[src/kicker_stroke_overcurrent_ctrl_defines.svh]
// Assertion macros for the kicker stroke over-current controller.
// Used by kicker_stroke_overcurrent_ctrl.sv; expects clk and rst in scope.
`ifndef KICKER_STROKE_OVERCURRENT_CTRL_DEFINES_SVH
`define KICKER_STROKE_OVERCURRENT_CTRL_DEFINES_SVH
`ifndef ASSERT_OFF
`define KSOC_ASSERT(label, prop, msg) \
  label: assert property (@(posedge clk) disable iff (rst) (prop)) else $error(msg);
`define KSOC_ASSERT_IMP(label, ante, cons, msg) \
  label: assert property (@(posedge clk) disable iff (rst) (ante) |-> (cons)) else $error(msg);
`else
`define KSOC_ASSERT(label, prop, msg)
`define KSOC_ASSERT_IMP(label, ante, cons, msg)
`endif
`endif

[src/ksoc_pkg.sv]
// Package for the kicker stroke over-current controller.
// Holds register indexes, stage encoding, widths, reset defaults and the duty helper.
// No dependencies.
package ksoc_pkg;

  localparam int AdcBits    = 10;
  localparam int CfgIdxBits = 3;
  localparam int CfgBits    = 16;
  localparam int StampBits  = 32;

  typedef enum logic [CfgIdxBits-1:0] {
    RegTripLevel    = 3'd0,
    RegPulseWidth   = 3'd1,
    RegTripDelay    = 3'd2,
    RegDwell        = 3'd3,
    RegRecoverIdle  = 3'd4,
    RegRecoverRun   = 3'd5
  } cfg_reg_t;

  typedef enum logic [3:0] {
    StCheckHome = 4'b0001,
    StToLimit   = 4'b0010,
    StBackHome  = 4'b0100,
    StFinished  = 4'b1000
  } stage_t;

  localparam logic [AdcBits-1:0] TripLevelDefault    = 10'd1023;
  localparam logic [7:0]         PulseWidthDefault   = 8'd255;
  localparam logic [15:0]        TripDelayDefault    = 16'd40;
  localparam logic [15:0]        DwellDefault        = 16'd500;
  localparam logic [15:0]        RecoverIdleDefault  = 16'd500;
  localparam logic [15:0]        RecoverRunDefault   = 16'd300;

  // floor(x / 3) * 2 through x * 171 >> 9, exact for 8-bit x
  function automatic logic [7:0] two_thirds(input logic [7:0] pw);
    logic [16:0] prod;
    logic [7:0]  third;
    prod  = 17'(pw) * 17'd171;
    third = prod[16:9];
    return {third[6:0], 1'b0};
  endfunction

endpackage

[src/kicker_stroke_overcurrent_ctrl.sv]
// Top level of the kicker stroke controller with over-current trip.
// Depends on ksoc_pkg and kicker_stroke_overcurrent_ctrl_defines.svh.
//
// One control tick is one input transfer; its result appears in the next cycle
// and a new tick is taken every cycle unless the result is stalled. The whole
// tick (stroke sequencing, dwell and trip timing, alarm and recovery) is one
// pass of compare logic into the state and output registers, so the result
// register is the only stage; one tick per clock unless the result is stalled.
`include "kicker_stroke_overcurrent_ctrl_defines.svh"

module kicker_stroke_overcurrent_ctrl (
  input  logic                            clk,
  input  logic                            rst,
  input  logic                            cfg_write,
  input  logic [ksoc_pkg::CfgIdxBits-1:0] cfg_index,
  input  logic [ksoc_pkg::CfgBits-1:0]    cfg_data,
  input  logic                            in_valid,
  output logic                            in_stall,
  input  logic                            handle_on,
  input  logic                            home_raw,
  input  logic                            limit_raw,
  input  logic                            platform_raw,
  input  logic                            clear_request,
  input  logic [ksoc_pkg::AdcBits-1:0]    current_code,
  input  logic [ksoc_pkg::StampBits-1:0]  now_ms,
  output logic                            out_valid,
  input  logic                            out_stall,
  output logic                            drive_forward,
  output logic                            drive_reverse,
  output logic [7:0]                      duty,
  output logic                            alarm_out,
  output logic                            finish_out,
  output logic                            platform_full_out
);

  logic [ksoc_pkg::AdcBits-1:0] trip_level;
  logic [7:0]  pulse_width;
  logic [15:0] trip_delay_ms, dwell_ms, recover_idle_ms, recover_run_ms;

  ksoc_pkg::stage_t stage, stage_next;
  logic        alarm_latched, alarm_latched_next;
  logic [1:0]  trip_count, trip_count_next;
  logic [1:0]  quiet_count, quiet_count_next;
  logic [31:0] quiet_start, quiet_start_next;
  logic [31:0] trip_start, trip_start_next;
  logic [31:0] move_start, move_start_next;
  logic        finished_flag, finished_flag_next;
  logic        out_forward, out_forward_next;
  logic        out_reverse, out_reverse_next;
  logic [7:0]  out_duty, out_duty_next;
  logic        out_finish, out_finish_next;
  logic        out_platform, out_platform_next;

  logic        accept;
  logic        home, limit, platform;
  logic [15:0] recover_period;
  logic [31:0] quiet_elapsed, trip_elapsed, move_elapsed;
  logic [7:0]  duty_reduced;

  assign in_stall = out_valid & out_stall;
  assign accept   = in_valid & ~in_stall;

  assign home     = ~home_raw;
  assign limit    = ~limit_raw;
  assign platform = ~platform_raw;

  assign recover_period = handle_on ? recover_run_ms : recover_idle_ms;
  assign quiet_elapsed  = now_ms - quiet_start;
  assign trip_elapsed   = now_ms - trip_start;
  assign move_elapsed   = now_ms - move_start;
  assign duty_reduced   = ksoc_pkg::two_thirds(pulse_width);

  always_comb begin
    stage_next         = stage;
    alarm_latched_next = alarm_latched;
    trip_count_next    = trip_count;
    quiet_count_next   = quiet_count;
    quiet_start_next   = quiet_start;
    trip_start_next    = trip_start;
    move_start_next    = move_start;
    finished_flag_next = finished_flag;
    out_forward_next   = out_forward;
    out_reverse_next   = out_reverse;
    out_duty_next      = out_duty;
    out_finish_next    = out_finish;
    out_platform_next  = out_platform;

    // recovery and current check
    if (~handle_on || ~alarm_latched) begin
      if (trip_count != 2'd0 && ~alarm_latched) begin
        if (quiet_count != 2'd2) begin
          quiet_count_next = quiet_count + 2'd1;
        end
        if (quiet_count == 2'd0) begin
          quiet_start_next = now_ms;
        end else if (quiet_elapsed > 32'(recover_period)) begin
          trip_count_next  = 2'd0;
          quiet_count_next = 2'd0;
        end
      end
      if (current_code >= trip_level) begin
        if (trip_count_next != 2'd2) begin
          trip_count_next = trip_count_next + 2'd1;
        end
        if (trip_count_next <= 2'd1) begin
          trip_start_next = now_ms;
        end else if (trip_elapsed > 32'(trip_delay_ms)) begin
          alarm_latched_next = 1'b1;
          out_duty_next      = 8'd0;
          if (~handle_on) begin
            out_forward_next = 1'b0;
            out_reverse_next = 1'b0;
          end
        end
      end
    end

    if (handle_on) begin
      if (~alarm_latched_next) begin
        out_platform_next = platform;
        if (platform) begin
          out_duty_next = 8'd0;
        end else begin
          case (stage)
            ksoc_pkg::StCheckHome: begin
              if (~home) begin
                out_forward_next = 1'b0;
                out_reverse_next = 1'b1;
                out_duty_next    = pulse_width;
              end else begin
                stage_next       = ksoc_pkg::StToLimit;
                out_forward_next = 1'b1;
                out_reverse_next = 1'b0;
                out_duty_next    = duty_reduced;
                move_start_next  = now_ms;
              end
            end
            ksoc_pkg::StToLimit: begin
              if (move_elapsed > 32'(dwell_ms)) begin
                if (~limit) begin
                  out_forward_next = 1'b1;
                  out_reverse_next = 1'b0;
                  out_duty_next    = pulse_width;
                end else begin
                  stage_next       = ksoc_pkg::StBackHome;
                  out_forward_next = 1'b0;
                  out_reverse_next = 1'b1;
                  out_duty_next    = duty_reduced;
                  move_start_next  = now_ms;
                end
              end
            end
            ksoc_pkg::StBackHome: begin
              if (move_elapsed > 32'(dwell_ms)) begin
                if (~home) begin
                  out_forward_next = 1'b0;
                  out_reverse_next = 1'b1;
                  out_duty_next    = pulse_width;
                end else begin
                  stage_next    = ksoc_pkg::StFinished;
                  out_duty_next = 8'd0;
                end
              end
            end
            default: begin
              finished_flag_next = 1'b1;
              out_duty_next      = pulse_width;
              out_finish_next    = 1'b1;
              out_forward_next   = 1'b0;
              out_reverse_next   = ~home;
            end
          endcase
        end
      end
    end else begin
      stage_next        = ksoc_pkg::StCheckHome;
      out_platform_next = platform;
      if (~alarm_latched_next) begin
        if (finished_flag) begin
          out_finish_next = 1'b0;
        end
        finished_flag_next = 1'b0;
        out_duty_next      = pulse_width;
        out_forward_next   = 1'b0;
        out_reverse_next   = ~home;
      end else if (clear_request) begin
        out_finish_next    = 1'b0;
        out_duty_next      = pulse_width;
        alarm_latched_next = 1'b0;
        finished_flag_next = 1'b0;
        trip_count_next    = 2'd0;
      end
    end
  end

  always_ff @(posedge clk) begin
    if (rst) begin
      trip_level      <= ksoc_pkg::TripLevelDefault;
      pulse_width     <= ksoc_pkg::PulseWidthDefault;
      trip_delay_ms   <= ksoc_pkg::TripDelayDefault;
      dwell_ms        <= ksoc_pkg::DwellDefault;
      recover_idle_ms <= ksoc_pkg::RecoverIdleDefault;
      recover_run_ms  <= ksoc_pkg::RecoverRunDefault;
    end else if (cfg_write) begin
      case (cfg_index)
        ksoc_pkg::RegTripLevel:   trip_level      <= cfg_data[ksoc_pkg::AdcBits-1:0];
        ksoc_pkg::RegPulseWidth:  pulse_width     <= cfg_data[7:0];
        ksoc_pkg::RegTripDelay:   trip_delay_ms   <= cfg_data;
        ksoc_pkg::RegDwell:       dwell_ms        <= cfg_data;
        ksoc_pkg::RegRecoverIdle: recover_idle_ms <= cfg_data;
        ksoc_pkg::RegRecoverRun:  recover_run_ms  <= cfg_data;
        default: ;
      endcase
    end
  end

  always_ff @(posedge clk) begin
    if (rst) begin
      out_valid     <= 1'b0;
      stage         <= ksoc_pkg::StCheckHome;
      alarm_latched <= 1'b0;
      trip_count    <= 2'd0;
      quiet_count   <= 2'd0;
      quiet_start   <= '0;
      trip_start    <= '0;
      move_start    <= '0;
      finished_flag <= 1'b0;
      out_forward   <= 1'b0;
      out_reverse   <= 1'b0;
      out_duty      <= 8'd0;
      out_finish    <= 1'b0;
      out_platform  <= 1'b0;
    end else begin
      if (accept) begin
        out_valid     <= 1'b1;
        stage         <= stage_next;
        alarm_latched <= alarm_latched_next;
        trip_count    <= trip_count_next;
        quiet_count   <= quiet_count_next;
        quiet_start   <= quiet_start_next;
        trip_start    <= trip_start_next;
        move_start    <= move_start_next;
        finished_flag <= finished_flag_next;
        out_forward   <= out_forward_next;
        out_reverse   <= out_reverse_next;
        out_duty      <= out_duty_next;
        out_finish    <= out_finish_next;
        out_platform  <= out_platform_next;
      end else if (~out_stall) begin
        out_valid <= 1'b0;
      end
    end
  end

  assign drive_forward     = out_forward;
  assign drive_reverse     = out_reverse;
  assign duty              = out_duty;
  assign alarm_out         = alarm_latched;
  assign finish_out        = out_finish;
  assign platform_full_out = out_platform;

  `KSOC_ASSERT(a_dir_exclusive, !(out_forward && out_reverse), "both directions driven")
  `KSOC_ASSERT_IMP(a_alarm_no_duty, alarm_latched, out_duty == 8'd0, "duty nonzero under alarm")
  `KSOC_ASSERT_IMP(a_alarm_needs_trips, $rose(alarm_latched), trip_count == 2'd2,
    "alarm latched without two trips")
  `KSOC_ASSERT_IMP(a_trip_sat, 1'b1, trip_count != 2'd3 && quiet_count != 2'd3,
    "counter past saturation")

endmodule

[config.mk]
export PLATFORM = sky130hd
export DESIGN_NAME = kicker_stroke_overcurrent_ctrl
export DESIGN_NICKNAME = d
export VERILOG_FILES = /design/src/ksoc_pkg.sv /design/src/kicker_stroke_overcurrent_ctrl.sv
export VERILOG_INCLUDE_DIRS = /design/src /design/src/src
export SDC_FILE = /design/constraint.sdc
export NUM_CORES = 1
export LEC_CHECK = 0
export ABC_CLOCK_PERIOD_IN_PS = 9620
export BUFFER_PORTS_ARGS = -buffer_cell sky130_fd_sc_hd__clkbuf_2
export CORE_ASPECT_RATIO = 1.1
export CORE_MARGIN = 3
export CORE_UTILIZATION = 41
export CTS_CLUSTER_DIAMETER = 100
export CTS_CLUSTER_SIZE = 25
export DETAILED_ROUTE_END_ITERATION = 10
export PLACE_DENSITY_LB_ADDON = 0.2
export SLEW_MARGIN = 30
export SYNTH_ARGS = -nofsm -noshare
export SYNTH_HDL_FRONTEND = slang
export SYNTH_SLANG_ARGS = --single-unit
[constraint.sdc]
create_clock -name clk -period 9.62 [get_ports clk]
set_input_delay 0.962 -clock clk [delete_from_list [all_inputs] [get_ports clk]]
set_output_delay 0.962 -clock clk [all_outputs]
set_load 0.01 [all_outputs]
# After elaboration in Yosys (flattened, before gate mapping)
# Index checks and enable logic that the tools add are counted.
totals:
  register_bits: 201
  latch_bits: 0
  ram_bits: 0
  rom_bits: 0
  in_bits: 71
  output_inout_bits: 15
  word_cells: 178
  memories: 0
classes:
  add_sub_neg: 5
  mul: 1
  n_div: 0
  order_cmp: 5
  eq_ne: 24
  shifts: 0
  muxes: 94
  bitwise_logic: 7
  reduce_logical: 22
op_table:
  columns: ["operator", "count"]
  rows:
  - ["$mux 8", 14]
  - ["$gt 32x16->1", 3]
  - ["$mux 32", 3]
  - ["$sub 32x32->32", 3]
  - ["$pmux 32 s2", 1]
  - ["$mux 1", 48]
  - ["$mux 4", 8]
  - ["$mux 2", 15]
  - ["$pmux 8 s3", 1]
  - ["$mul 8x8->16 const B", 1]
  - ["$mux 16", 1]
  - ["$ne 2x2->1 const B", 8]
  - ["$ne 3x3->1 const B", 5]
  - ["$reduce_and 2->1", 7]
  - ["$pmux 4 s3", 1]
  - ["$ge 10x10->1", 1]
  - ["$reduce_and 9->1", 1]
  - ["$reduce_and 4->1", 2]
  - ["$reduce_and 8->1", 1]
  - ["$eq 3x2->1 const B", 2]
  - ["$eq 3x3->1 const B", 2]
  - ["$pmux 1 s3", 2]
  - ["$reduce_and 6->1", 1]
  - ["$not 1->1", 5]
  - ["other kinds (18)", 22]

# Longest topological paths before layout
# Gate-level depths: netlist of the first run.
depth:
  depth_word: 20
  mapped_depth: 31
  depth_no_buf: 29

# Worst setup path after synthesis of the first run
# No wires, ideal clock.
synth_timing:
  path_type: "input to register"
  from: "input now_ms[0] in the netlist's numbering"
  to: "register out_duty[0], in the netlist duty[0]"
  setup_ps: 122
  arrival_ps: 6078
  required_time_ps: 9498
  setup_slack_ps: 3421
  path_stages: 28
  n_path_buf: 1
  path_cell_list: "inv_1 ha_1 fa_1 nor2b_1 o21ai_0 a21oi_1 o211ai_1 nand2b_1 a21o_1 a21oi_1 o21bai_1 xor2_1 ha_1 nand4_1 or3_1 o21ai_0 nand4b_1 or4_1 nor4_1 a311o_1 nand2_1 ha_1 nand3_1 or2_1 buf_2 a221o_1 a221o_1 o311a_1"
synth_between:
  elab_chain_len: 19
  word_cells_on_any_way: 32
  cone_classes: "add/sub: 4; order compare: 4; eq/ne: 1; mux: 23"
synth_rtl:
  columns: ["item", "line", "rtl"]
  rows:
  - ["from (decl)", "kicker_stroke_overcurrent_ctrl.sv:25", "input logic [ksoc_pkg::StampBits-1:0] now_ms,"]
  - ["$sub 32x32->32", "kicker_stroke_overcurrent_ctrl.sv:68", "assign quiet_elapsed = now_ms - quiet_start;"]
  - ["$gt 32x16->1", "kicker_stroke_overcurrent_ctrl.sv:96", "end else if (quiet_elapsed > 32'(recover_period)) begin"]
  - ["$mux 2", "kicker_stroke_overcurrent_ctrl.sv:96", null]
  - ["$mux 2", "kicker_stroke_overcurrent_ctrl.sv:94", "if (quiet_count == 2'd0) begin"]
  - ["$mux 2", "kicker_stroke_overcurrent_ctrl.sv:90", "if (trip_count != 2'd0 && ~alarm_latched) begin"]
  - ["$mux 2", "kicker_stroke_overcurrent_ctrl.sv:89", "if (~handle_on || ~alarm_latched) begin"]
  - ["$add 2x1->2 or $ne 2x2->1 (tied branches)", "kicker_stroke_overcurrent_ctrl.sv:103, kicker_stroke_overcurrent_ctrl.sv:102", null]
  - ["$mux 2", "kicker_stroke_overcurrent_ctrl.sv:102", "if (trip_count_next != 2'd2) begin"]
  - ["[... 3 more ...]", null, null]
  - ["$mux 8", "kicker_stroke_overcurrent_ctrl.sv:105", "if (trip_count_next <= 2'd1) begin"]
  - ["$mux 8", "kicker_stroke_overcurrent_ctrl.sv:101", "if (current_code >= trip_level) begin"]
  - ["$mux 8", "kicker_stroke_overcurrent_ctrl.sv:89", null]
  - ["$mux 8 (on tied branches)", "kicker_stroke_overcurrent_ctrl.sv:154, kicker_stroke_overcurrent_ctrl.sv:139", null]
  - ["$pmux 8 s3", "kicker_stroke_overcurrent_ctrl.sv:124", "case (stage)"]
  - ["$mux 8", "kicker_stroke_overcurrent_ctrl.sv:121", "if (platform) begin"]
  - ["$mux 8", "kicker_stroke_overcurrent_ctrl.sv:119", "if (~alarm_latched_next) begin"]
  - ["$mux 8 *", "kicker_stroke_overcurrent_ctrl.sv:118", "if (handle_on) begin"]
  - ["to (signal assigned)", "kicker_stroke_overcurrent_ctrl.sv:246", "out_duty <= out_duty_next;"]
  - ["to (decl)", "kicker_stroke_overcurrent_ctrl.sv:50", "logic [7:0] out_duty, out_duty_next;"]
# Every way passes the cells marked *; elsewhere a longest branch is shown, timed or not. The select of a mux whose other input is x is not followed.
# A chain may end at the register's enable or synchronous reset.

# Worst setup path in the final report of the first run
layout_timing:
  from: "input now_ms[1] in the netlist's numbering"
  to: "register move_start[11]"
layout_between:
  elab_chain_len: 16
  word_cells_on_any_way: 23
  cone_classes: "add/sub: 4; order compare: 4; eq/ne: 2; mux: 11; bitwise: 1; reduce/logical: 1"
layout_rtl:
  columns: ["item", "line", "rtl"]
  rows:
  - ["$sub 32x32->32", "kicker_stroke_overcurrent_ctrl.sv:68", null]
  - ["$gt 32x16->1", "kicker_stroke_overcurrent_ctrl.sv:96", null]
  - ["$mux 2", "kicker_stroke_overcurrent_ctrl.sv:96", null]
  - ["$mux 2", "kicker_stroke_overcurrent_ctrl.sv:94", null]
  - ["$mux 2", "kicker_stroke_overcurrent_ctrl.sv:90", null]
  - ["$mux 2", "kicker_stroke_overcurrent_ctrl.sv:89", null]
  - ["$add 2x1->2 or $ne 2x2->1 (tied branches)", "kicker_stroke_overcurrent_ctrl.sv:103, kicker_stroke_overcurrent_ctrl.sv:102", null]
  - ["$mux 2", "kicker_stroke_overcurrent_ctrl.sv:102", null]
  - ["$mux 2", "kicker_stroke_overcurrent_ctrl.sv:101", null]
  - ["$mux 2", "kicker_stroke_overcurrent_ctrl.sv:89", null]
  - ["$le 2x1->1", "kicker_stroke_overcurrent_ctrl.sv:105", null]
  - ["$mux 1", "kicker_stroke_overcurrent_ctrl.sv:105", null]
  - ["$mux 1", "kicker_stroke_overcurrent_ctrl.sv:101", null]
  - ["$mux 1", "kicker_stroke_overcurrent_ctrl.sv:89", null]
  - ["$not 1->1 (no line)", null, null]
  - ["$reduce_and 8->1 (no line) *", null, null]
  - ["to (signal assigned)", "kicker_stroke_overcurrent_ctrl.sv:242", "move_start <= move_start_next;"]
  - ["to (decl)", "kicker_stroke_overcurrent_ctrl.sv:46", "logic [31:0] move_start, move_start_next;"]
# Marks and branches as above.

==> flow_summary_export.csv, run 1 <==
group,metric,value,unit
worst_setup_path,worstSetupPathType,"in2reg",
global_route,grt_max_degree,91,
route,finalWirelength,53300,um
floorplanning,start_util,42.0,%
yosys,synth.distinct_cells,105,
route,wl_met1,24900,um
clock_tree,clockBufferDepth,3,
floorplanning,rows,77,
clock_tree,cts_tree,"yes",
floorplanning,die_w,200,um
floorplanning,io-pin-count,86,
clock_tree,htreeDepth,1,
clock_tree,insertion_delay,0.52,ns
yosys,synth_seq_area_share,23.6,%
route,postRouteAntennaNets,0,
timing,period_share,77.4,%
place,dp_slack,1.73,ns
global_route,grtUsageTotal,23.3,%
yosys,synth_edf_count,0,
floorplanning,die_area,0.0440,mm^2
worst_setup_path,slowest_stage,"nor4_1",
timing,timing.fmax,0.134,GHz
yosys,async_reset_ff_share,0,%
worst_setup_path,cp_common_cell,"ha_1",
global_route,grt_pass1_wl,83700,um
yosys,netlist_area,0.0170,mm^2
power_and_ir_drop,netSwitchingFraction,36.2,%
yosys,ys.flop_type,"dfxtp_1",
power_and_ir_drop,p_sw,812,uW
yosys,syn_inst,2260,
timing,rsz0062_at_grt,"no",
layout,filler_cell_count,4121,
job,cap_violations,0,
worst_setup_path,cp_slowest_stage_delay,0.76,ns
floorplanning,die_h,220,um
timing,layout_min_cycle_time,7.45,ns
route,met2_length,24900,um
floorplanning,coreArea,0.0406,mm^2
worst_setup_path,crit_fanout,32,
clock_tree,root_buffer,"clkbuf_16",
yosys,avgSynthCellArea,7.53,um^2
global_route,grt_pass1_vias,15400,
power_and_ir_drop,p_int,1430,uW
worst_hold_path,worst_hold_path_type,"reg2reg",
timing,slew_viol_final,0,
power_and_ir_drop,comb_power_share,32.1,%
clock_tree,clkTransAtPathRegs,0.08,ns
route,avgRoutedWirePerCell,18.8,um
global_route,grt-ovfl-total,0,
clock_tree,cts_setup_buffers,0,
timing,finalSetupTns,0,ns
clock_tree,cts_buffers,14,
timing,setup_violations,0,
timing,max_slew.worst_pin.slew,0.989,ns
clock_tree,clock-sinks,201,
yosys,ys_ff_latch,201,
layout,drive_above_1_share,7.61,%
clock_tree,cts_resized,0,
route,routed.top_layer,"met4",
worst_setup_path,worstSetupEndpointType,"flip-flop",
route,drt_first_pass_iters,7,
power_and_ir_drop,p_clk_share,29.2,%
timing,fin_skew,0.0448,ns
route,vias,16200,
layout,multi_input_area,0.0118,mm^2
worst_setup_path,worst_setup_path_start_kind,"input port",
layout,area_growth,7.55,%
place,dp_hpwl,41200,um
route,drt-initial-drc-count,943,
layout,seq_area,0.00402,mm^2
yosys,synthesis.nets,2540,
global_route,grt_antenna_before_repair,0,
timing,slew_headroom,33.5,%
power_and_ir_drop,pwr-share-seq,38.7,%
power_and_ir_drop,vdd_drop_max,0.144,mV
timing,fin_ws,2.17,ns
layout,nets,2561,
route,vias_per_cell,5.70,
route,post-route-drc-count,0,
route,dr_wl_met3,1990,um
timing,hold_viol_final,0,
power_and_ir_drop,p_leak,0.00718,uW
worst_setup_path,cp.required,9.97,ns
layout,n_antenna_cell,0,
power_and_ir_drop,powerDensity,123,mW/mm^2
place,port_buffers,85,
place,gp_congestion,0.930,
status,status,"complete, no violations",
clock_tree,hold_buffers,0,
yosys,synth_warnings,0,
worst_setup_path,cp.arrival,7.79,ns
## power by group through the flow
| stage | clock (uW) | sequential [uW] | combinational, uW |
|---|---|---|---|
| final | 656 | 869 | 720 |
| after global routing | 697 | 872 | 805 |
| after detailed placement | 0 | 888 | 711 |
| after CTS | 677 | 869 | 716 |
| after global placement | 0 | 888 | 700 |
| after floorplan | 0 | 885 | 511 |
## metal layers
metal | global-route usage, % | up-vias
li1 | - | 8042
met1 | 31.5 | 7741
met2 | 40.2 | 345
met3 | 1.89 | 74
met4 | 6.49 | 0
met5 | 0 | -
## sequential cells by signal (all words and copies together), names as in the netlist, 2 cells and up
signal / count
duty: 8
dwell_ms: 16
move_start: 32
pulse_width: 8
quiet_count: 2
quiet_start: 32
recover_idle_ms: 16
recover_run_ms: 16
stage: 4
trip_count: 2
trip_delay_ms: 16
trip_level: 10
trip_start: 32
## critical path: cells and delay by family
family	cells	cell delay [ns]
multiplexers	1	0.27
adder cells (fa/ha/maj)	3	0.99
AND/OR/NAND/NOR	8	2.04
AO/OA/AOI/OAI	11	2.60
buffers and inverters	2	0.74
XOR/XNOR	1	0.15
## synthesized netlist by cell type, types with 19 or more instances
cell type  instances  share of area, %
nand2_1          387               8.5
a21oi_1          234               6.9
inv_1            209               4.6
dfxtp_1          201                24
ha_1             194                14
nor2_1           124               2.7
o21ai_0           83               2.4
clkbuf_1          71               1.6
mux2i_1           60               3.5
nand3_1           56               1.6
a21o_1            48               2.1
xnor2_1           41               2.1
nand4_1           39               1.4
nor3_1            36               1.1
o211ai_1          28               1.2
a211oi_1          27               1.2
xor2_1            23               1.2
and2_1            22              0.81
nor2b_1           21              0.77
a31oi_1           20              0.74
o21a_1            20              0.88
nand2b_1          19              0.70
o21bai_1          19              0.84
## cells in the final DEF (no fill, tap or decap), drive strengths merged, types with 56 or more instances in the layout
cell type,count
nand2,387
a21oi,238
inv,213
dfxtp,201
ha,194
nor2,125
clkbuf,99
o21ai,92
mux2i,60
nand3,56
## per-stage QoR
step	power, uW	hold WS, ns	std cells	utilization, %	cell area [um^2]
final	2250	0.458	2840	45.1	18300
after global routing	2370	0.474	2840	45.1	18300
after CTS	2260	0.459	2840	45.1	18300
after detailed placement	1600	0.447	2818	44.0	17800
after global placement	1590	0.440	2818	44.0	17800
after floorplan	1400	0.433	2260	-	17000
## layout make-up
cell class	instances	area share, %
multi-input cells	1758	64.6
flip-flops and latches	201	22.0
inverters	210	4.31
well taps	553	3.78
repair buffers	96	2.81
clock buffers	15	2.05
clock inverters	7	0.492
## logic make-up after synthesis
| kind of cell | count (synthesis) | share of synthesized area (%) |
|---|---|---|
| adder cells (fa/ha/maj) | 209 | 16.0 |
| AND/OR/NAND/NOR | 794 | 21.7 |
| XOR/XNOR | 64 | 3.29 |
| AO/OA/AOI/OAI | 626 | 24.5 |
| multiplexers | 65 | 3.86 |
| flip-flops | 201 | 23.6 |
| buffers and inverters | 301 | 6.99 |
## worst paths after layout
path	from	to	slack, ns	cells past startpoint
setup reg to reg	quiet_start[1]	move_start[11]	2.43	26
setup / recovery	now_ms[1]	move_start[11]	2.17	26
hold / removal	quiet_start[11]	quiet_start[11]	0.46	2
hold reg to reg	quiet_start[11]	quiet_start[11]	0.46	2
Note: power is estimated with default switching activity, not from simulation.
==> run 2: changes to the inputs <==
--- a/config.mk
+++ b/config.mk
@@ -6,7 +6,8 @@
 export SDC_FILE = /design/constraint.sdc
 export NUM_CORES = 1
 export LEC_CHECK = 0
-export ABC_CLOCK_PERIOD_IN_PS = 9620
+export ABC_AREA = 1
+export ABC_CLOCK_PERIOD_IN_PS = 7100
 export BUFFER_PORTS_ARGS = -buffer_cell sky130_fd_sc_hd__clkbuf_2
 export CORE_ASPECT_RATIO = 1.1
 export CORE_MARGIN = 3
==> constraint.sdc (replaced) <==
create_clock -name clk -period 7.1 [get_ports clk]
set_input_delay 0.71 -clock clk [delete_from_list [all_inputs] [get_ports clk]]
set_output_delay 0.71 -clock clk [all_outputs]
set_load 0.01 [all_outputs]
==> flow_summary_export.csv, run 2 <==
group,metric,value,unit
yosys,synthesis.nets,3217,
route,post-route-drc-count,0,
floorplanning,io-pin-count,86,
global_route,grtUsageMet1,32.0,%
global_route,grt_pass1_vias,17000,
yosys,async_reset_ff_share,0,%
clock_tree,clockBufferDepth,3,
layout,top_regs,"move_start: 32 flops, quiet_start: 32 flops, trip_start: 32 flops",
power_and_ir_drop,powerDensity,165,mW/mm^2
route,vias,18200,
timing,period_share,81.2,%
worst_hold_path,hold_end,"out_valid",
layout,final_common_cell,"nand2_1",
place,port_buffers,85,
global_route,grt_max_degree,97,
power_and_ir_drop,p_leak,0.0101,uW
layout,n_antenna_cell,0,
timing,max_slew.worst_pin.slew,0.918,ns
timing,layout_min_cycle_time,5.76,ns
clock_tree,cts_buffers,13,
yosys,synth.distinct_cells,48,
global_route,grt-ovfl-total,0,
clock_tree,cts_setup_buffers,0,
route,drt_first_pass_iters,6,
timing,rsz0062_at_grt,"no",
timing,timing.fmax,0.174,GHz
worst_setup_path,rr_worst_depth,36,
floorplanning,die_w,206,um
yosys,ys.flop_type,"dfxtp_1",
timing,fin_skew,0.0449,ns
place,dp_hpwl,47700,um
place,gp_congestion,0.971,
status,status,"complete, no violations",
place,dp_slack,0.950,ns
yosys,ys_ff_latch,201,
floorplanning,die_area,0.0466,mm^2
timing,slew_viol_final,0,
worst_setup_path,cp.required,7.54,ns
worst_hold_path,hold_depth,3,
floorplanning,rows,80,
worst_setup_path,crit_fanout,16,
layout,post-route-util,44.8,%
route,avgRoutedWirePerCell,16.5,um
layout,final_cell_mix,"nand2_1 (797), inv_1 (549), nor2_1 (254)",
yosys,synth_top_area_cell,"dfxtp_1",
global_route,grt_pass1_wl,91700,um
floorplanning,start_util,41.6,%
layout,drive_above_1_share,6.40,%
floorplanning,coreArea,0.0434,mm^2
timing,hold_viol_final,0,
timing,slew_headroom,38.8,%
yosys,synth_edf_count,0,
global_route,busiest_layer,"met2",
worst_setup_path,worstSetupPathType,"reg2reg",
global_route,met3_usage,2.03,%
yosys,ys_top_cells_by_area,"dfxtp_1 (22%), nand2_1 (17%), ha_1 (13%)",
timing,setup_violations,0,
clock_tree,insertion_delay,0.52,ns
clock_tree,cts_tree,"yes",
worst_setup_path,cp_slowest_stage_delay,0.49,ns
worst_hold_path,min_from,"in_valid",
route,postRouteAntennaNets,0,
job,cap_violations,0,
yosys,avgSynthCellArea,6.15,um^2
floorplanning,die_h,226,um
clock_tree,clkTransAtPathRegs,0.10,ns
timing,finalSetupTns,0,ns
yosys,syn_inst,2937,
worst_setup_path,r2r-start,"quiet_start[7]",
layout,nets,3261,
global_route,grtUsageTotal,24.8,%
yosys,synthTopCellsByCount,"nand2_1 (798), inv_1 (550), nor2_1 (259)",
clock_tree,htreeDepth,1,
global_route,grtUsageMet2,43.6,%
yosys,synth_top_area_share,22.3,%
worst_setup_path,worstSetupEndpointType,"flip-flop",
yosys,synth_seq_area_share,22.3,%
global_route,grt_antenna_before_repair,0,
yosys,synth_warnings,0,
worst_setup_path,cp.arrival,6.20,ns
worst_hold_path,worst_hold_path_type,"in2reg",
clock_tree,hold_buffers,0,
route,vias_per_cell,5.11,
clock_tree,root_buffer,"clkbuf_16",
power_and_ir_drop,vdd_drop_max,0.214,mV
yosys,netlist_area,0.0181,mm^2
worst_setup_path,worst_setup_path_start_kind,"flip-flop",
clock_tree,clock-sinks,201,
worst_setup_path,worst_r2r_endpoint,"duty[7]",
yosys,synth_most_common_cell,"nand2_1",
layout,area_growth,7.63,%
timing,fin_ws,1.34,ns
worst_setup_path,cp_common_cell,"nand2_1",
route,finalWirelength,58900,um
route,drt-initial-drc-count,1088,
clock_tree,cts_resized,0,
worst_setup_path,rrSetupSlack,1.34,ns
worst_setup_path,slowest_stage,"nor2_2",
run 2: area by class of cell:
class	instances	area (um^2)
Sequential cell	201	4020
Fill cell	4686	24000
Inverter	565	2120
Multi-Input combinational cell	2108	11700
Tap cell	574	718
Clock buffer	14	329
Timing Repair Buffer	92	490
Clock inverter	5	82.6
run 2: cell families (layout without fill, tap and decap cells):
family / count (synthesis) / in the layout / synth area share, %
AND/OR/NAND/NOR: 1280 / 1280 / 28.9
buffers and inverters: 628 / 676 / 13.3
AO/OA/AOI/OAI: 547 / 547 / 16.9
adder cells (fa/ha/maj): 209 / 209 / 15.1
flip-flops: 201 / 201 / 22.3
XOR/XNOR: 57 / 57 / 2.76
multiplexers: 15 / 15 / 0.831
run 2: how the worst max path moves through the flow:
| stage | from | end | slack [ns] |
|---|---|---|---|
| 2_1_floorplan | now_ms[0] | move_start[0] | 2.15 |
| 3_3_place_gp | now_ms[0] | duty[7] | 1.11 |
| 3_5_place_dp | now_ms[1] | duty[0] | 0.95 |
| 4_1_cts | quiet_start[7] | duty[7] | 1.43 |
| 5_1_grt | quiet_start[7] | duty[7] | 0.77 |
| 6_report | quiet_start[7] | duty[7] | 1.34 |
run 2: stage by stage:
step / hold WS (ns) / cell area (um^2) / total power, uW / std cells
final: 0.443 / 19500 / 3220 / 3559
after global routing: 0.450 / 19500 / 3440 / 3559
after CTS: 0.428 / 19400 / 3240 / 3559
after detailed placement: 0.444 / 19000 / 2400 / 3540
after global placement: 0.437 / 19000 / 2380 / 3540
after floorplan: 0.428 / 18100 / 2060 / 2937
run 2: worst max-delay path: cells and delay by family, from the launching register on:
kind | cells | cell delay, ns
buffers and inverters | 5 | 0.51
AOI/OAI and AO/OA | 2 | 0.25
adders and majority gates | 3 | 0.86
and+or+nand+nor | 25 | 3.41
xor gates and xnor gates | 1 | 0.29
DFF | 1 | 0.35
run 2: metal layers:
layer / vias to the layer above / share of wire [%]
li1: 9391 / -
met5: - / 0
met4: 0 / 4.0
met2: 474 / 47
met3: 99 / 3.9
met1: 8221 / 45
run 2: report_power, final:
part           switching [uW]  internal, uW
Combinational             773           410
Clock                     449           388
Sequential               27.1          1170
==> run 3: changes to the inputs <==
--- a/config.mk
+++ b/config.mk
@@ -7,7 +7,7 @@
 export NUM_CORES = 1
 export LEC_CHECK = 0
 export ABC_AREA = 1
-export ABC_CLOCK_PERIOD_IN_PS = 7100
+export ABC_CLOCK_PERIOD_IN_PS = 4800
 export BUFFER_PORTS_ARGS = -buffer_cell sky130_fd_sc_hd__clkbuf_2
 export CORE_ASPECT_RATIO = 1.1
 export CORE_MARGIN = 3
==> constraint.sdc (replaced) <==
create_clock -name clk -period 4.8 [get_ports clk]
set_input_delay 0.48 -clock clk [delete_from_list [all_inputs] [get_ports clk]]
set_output_delay 0.48 -clock clk [all_outputs]
set_load 0.01 [all_outputs]
==> flow_summary_export.csv, run 3 (synthesis gave the netlist of run 2 again) <==
group,metric,value,unit
status,status,"complete, no violations",
layout,final_cell_count_no_fill,3747,
clock_tree,cts_buffers,14,
timing,layout_min_cycle_time,4.69,ns
layout,final_cell_mix,"nand2_1 (755), inv_1 (532), nor2_1 (247)",
layout,final_common_cell,"nand2_1",
layout,nets,3446,
worst_setup_path,worst_setup_path_start_kind,"flip-flop",
global_route,grtUsageTotal,26.2,%
worst_setup_path,worstSetupPathType,"reg2reg",
worst_setup_path,crit_cells,37,
worst_setup_path,slowest_stage,"dfxtp_2",
worst_hold_path,hold_depth,3,
layout,area_growth,20.5,%
floorplanning,die_h,226,um
clock_tree,htreeDepth,1,
timing,period_share,97.7,%
route,drt_first_pass_iters,5,
worst_setup_path,worstSetupEndpointType,"flip-flop",
power_and_ir_drop,powerDensity,236,mW/mm^2
clock_tree,clock-sinks,201,
place,port_buffers,85,
floorplanning,die_area,0.0466,mm^2
route,vias_per_cell,5.14,
timing,hold_viol_final,0,
place,dp_slack,-0.506,ns
place,place_inst,3701,
worst_setup_path,rr_worst_depth,37,
timing,slew_viol_final,0,
global_route,grt_max_degree,104,
place,dp_hpwl,50600,um
worst_setup_path,cp_slowest_stage_delay,0.34,ns
power_and_ir_drop,p_leak,0.0112,uW
timing,hold_slack,0.193,ns
global_route,grt_antenna_before_repair,1,
clock_tree,root_buffer,"clkbuf_16",
route,postRouteAntennaNets,0,
worst_setup_path,crit_fanout,7,
floorplanning,die_w,206,um
route,finalWirelength,63800,um
worst_setup_path,cp.arrival,5.12,ns
timing,timing.fmax,0.213,GHz
worst_setup_path,cpLargestDelayFamily,"simple AND/OR/NAND/NOR gates",
timing,max_slew.worst_pin.slew,0.973,ns
worst_setup_path,cp_common_cell,"nand2_1",
floorplanning,rows,80,
route,vias,19300,
floorplanning,io-pin-count,86,
timing,setup_violations,0,
clock_tree,clockBufferDepth,3,
global_route,grt-ovfl-total,0,
clock_tree,clkTransAtPathRegs,0.10,ns
global_route,grt_pass1_vias,18100,
layout,post-route-util,50.1,%
clock_tree,cts_tree,"yes",
power_and_ir_drop,vdd_drop_max,0.186,mV
route,post-route-drc-count,0,
timing,slew_headroom,34.9,%
place,gp_congestion,0.945,
route,drt-initial-drc-count,1247,
clock_tree,hold_buffers,0,
timing,rsz0062_at_grt,"yes",
route,avgRoutedWirePerCell,17.0,um
job,cap_violations,0,
floorplanning,coreArea,0.0434,mm^2
worst_setup_path,cp.required,5.23,ns
layout,filler_cell_count,4539,
timing,fin_ws,0.113,ns
worst_setup_path,cp_num_buf_inv,5,
clock_tree,insertion_delay,0.53,ns
layout,drive_above_1_share,16.1,%
timing,fin_skew,0.0335,ns
global_route,grt_pass1_wl,96400,um
worst_hold_path,worst_hold_path_type,"in2reg",
floorplanning,start_util,41.6,%
layout,top_regs,"move_start: 32 flops, quiet_start: 32 flops, trip_start: 32 flops",
layout,n_antenna_cell,0,
## run 3: cell count changes in the layout (fill, tap and decap cells not counted), moves of 17 or more
cell	previous run	this run
inv_2	13	30
a21oi_1	234	217
o21ai_0	176	157
buf_4	6	169
inv_1	549	532
nand2_1	797	755
nand2_2	12	43
## run 3: area by class of cell
cell class | count | area (um^2) | area share, %
Clock buffer | 16 | 379 | 1.74
Tap cell | 574 | 718 | 3.30
Inverter | 565 | 2130 | 9.76
Sequential cell | 201 | 4040 | 18.5
Multi-Input combinational cell | 2108 | 12300 | 56.6
Timing Repair Buffer | 276 | 2100 | 9.66
Clock inverter | 7 | 98.8 | 0.454
## run 3: path summary, 6_finish.rpt
kind	from	to	slack [ns]
worst max-delay path	quiet_start[8]	duty[4]	0.11
worst min register to register	trip_start[15]	trip_start[15]	0.46
worst min-delay path	in_valid	out_valid	0.19
worst max register to register	quiet_start[8]	duty[4]	0.11
## run 3: layer usage
metal	wire [um]	up-vias	part of all wire (%)	global-route usage (%)
li1	-	9773	-	-
met4	2720	0	4.3	10.4
met3	3080	104	4.8	2.81
met1	27800	8902	44	32.7
met5	0	-	0	0
met2	30200	483	47	46.0
## run 3: metrics by stage
stage / cell area [um^2] / power, uW / TNS (ns)
detailed placement: 20300 / 3690 / -31.89
CTS: 20900 / 5050 / 0
global placement: 20300 / 3660 / -23.44
floorplan: 18100 / 3040 / 0
finish: 21800 / 5150 / 0
global route: 21800 / 5490 / -7.22
## run 3: timing repair
item	CTS	global route
resized for setup	13	179
setup buffers	1	14
endpoints found under the setup margin	76	84
cloned	1	7
pin swaps	2	66
endpoints found under the hold margin	0	0
## run 3: report_power, final
part	internal, uW	total (uW)	leakage (uW)	switching (uW)
clock	607	1340	0.000226	737
sequential	1730	1770	0.00164	37.0
combinational	779	2040	0.00931	1260
## run 3: worst min-delay path: stages
cell	delay [ns]
clkbuf_2	0.08
inv_1	0.06
a21oi_1	0.06
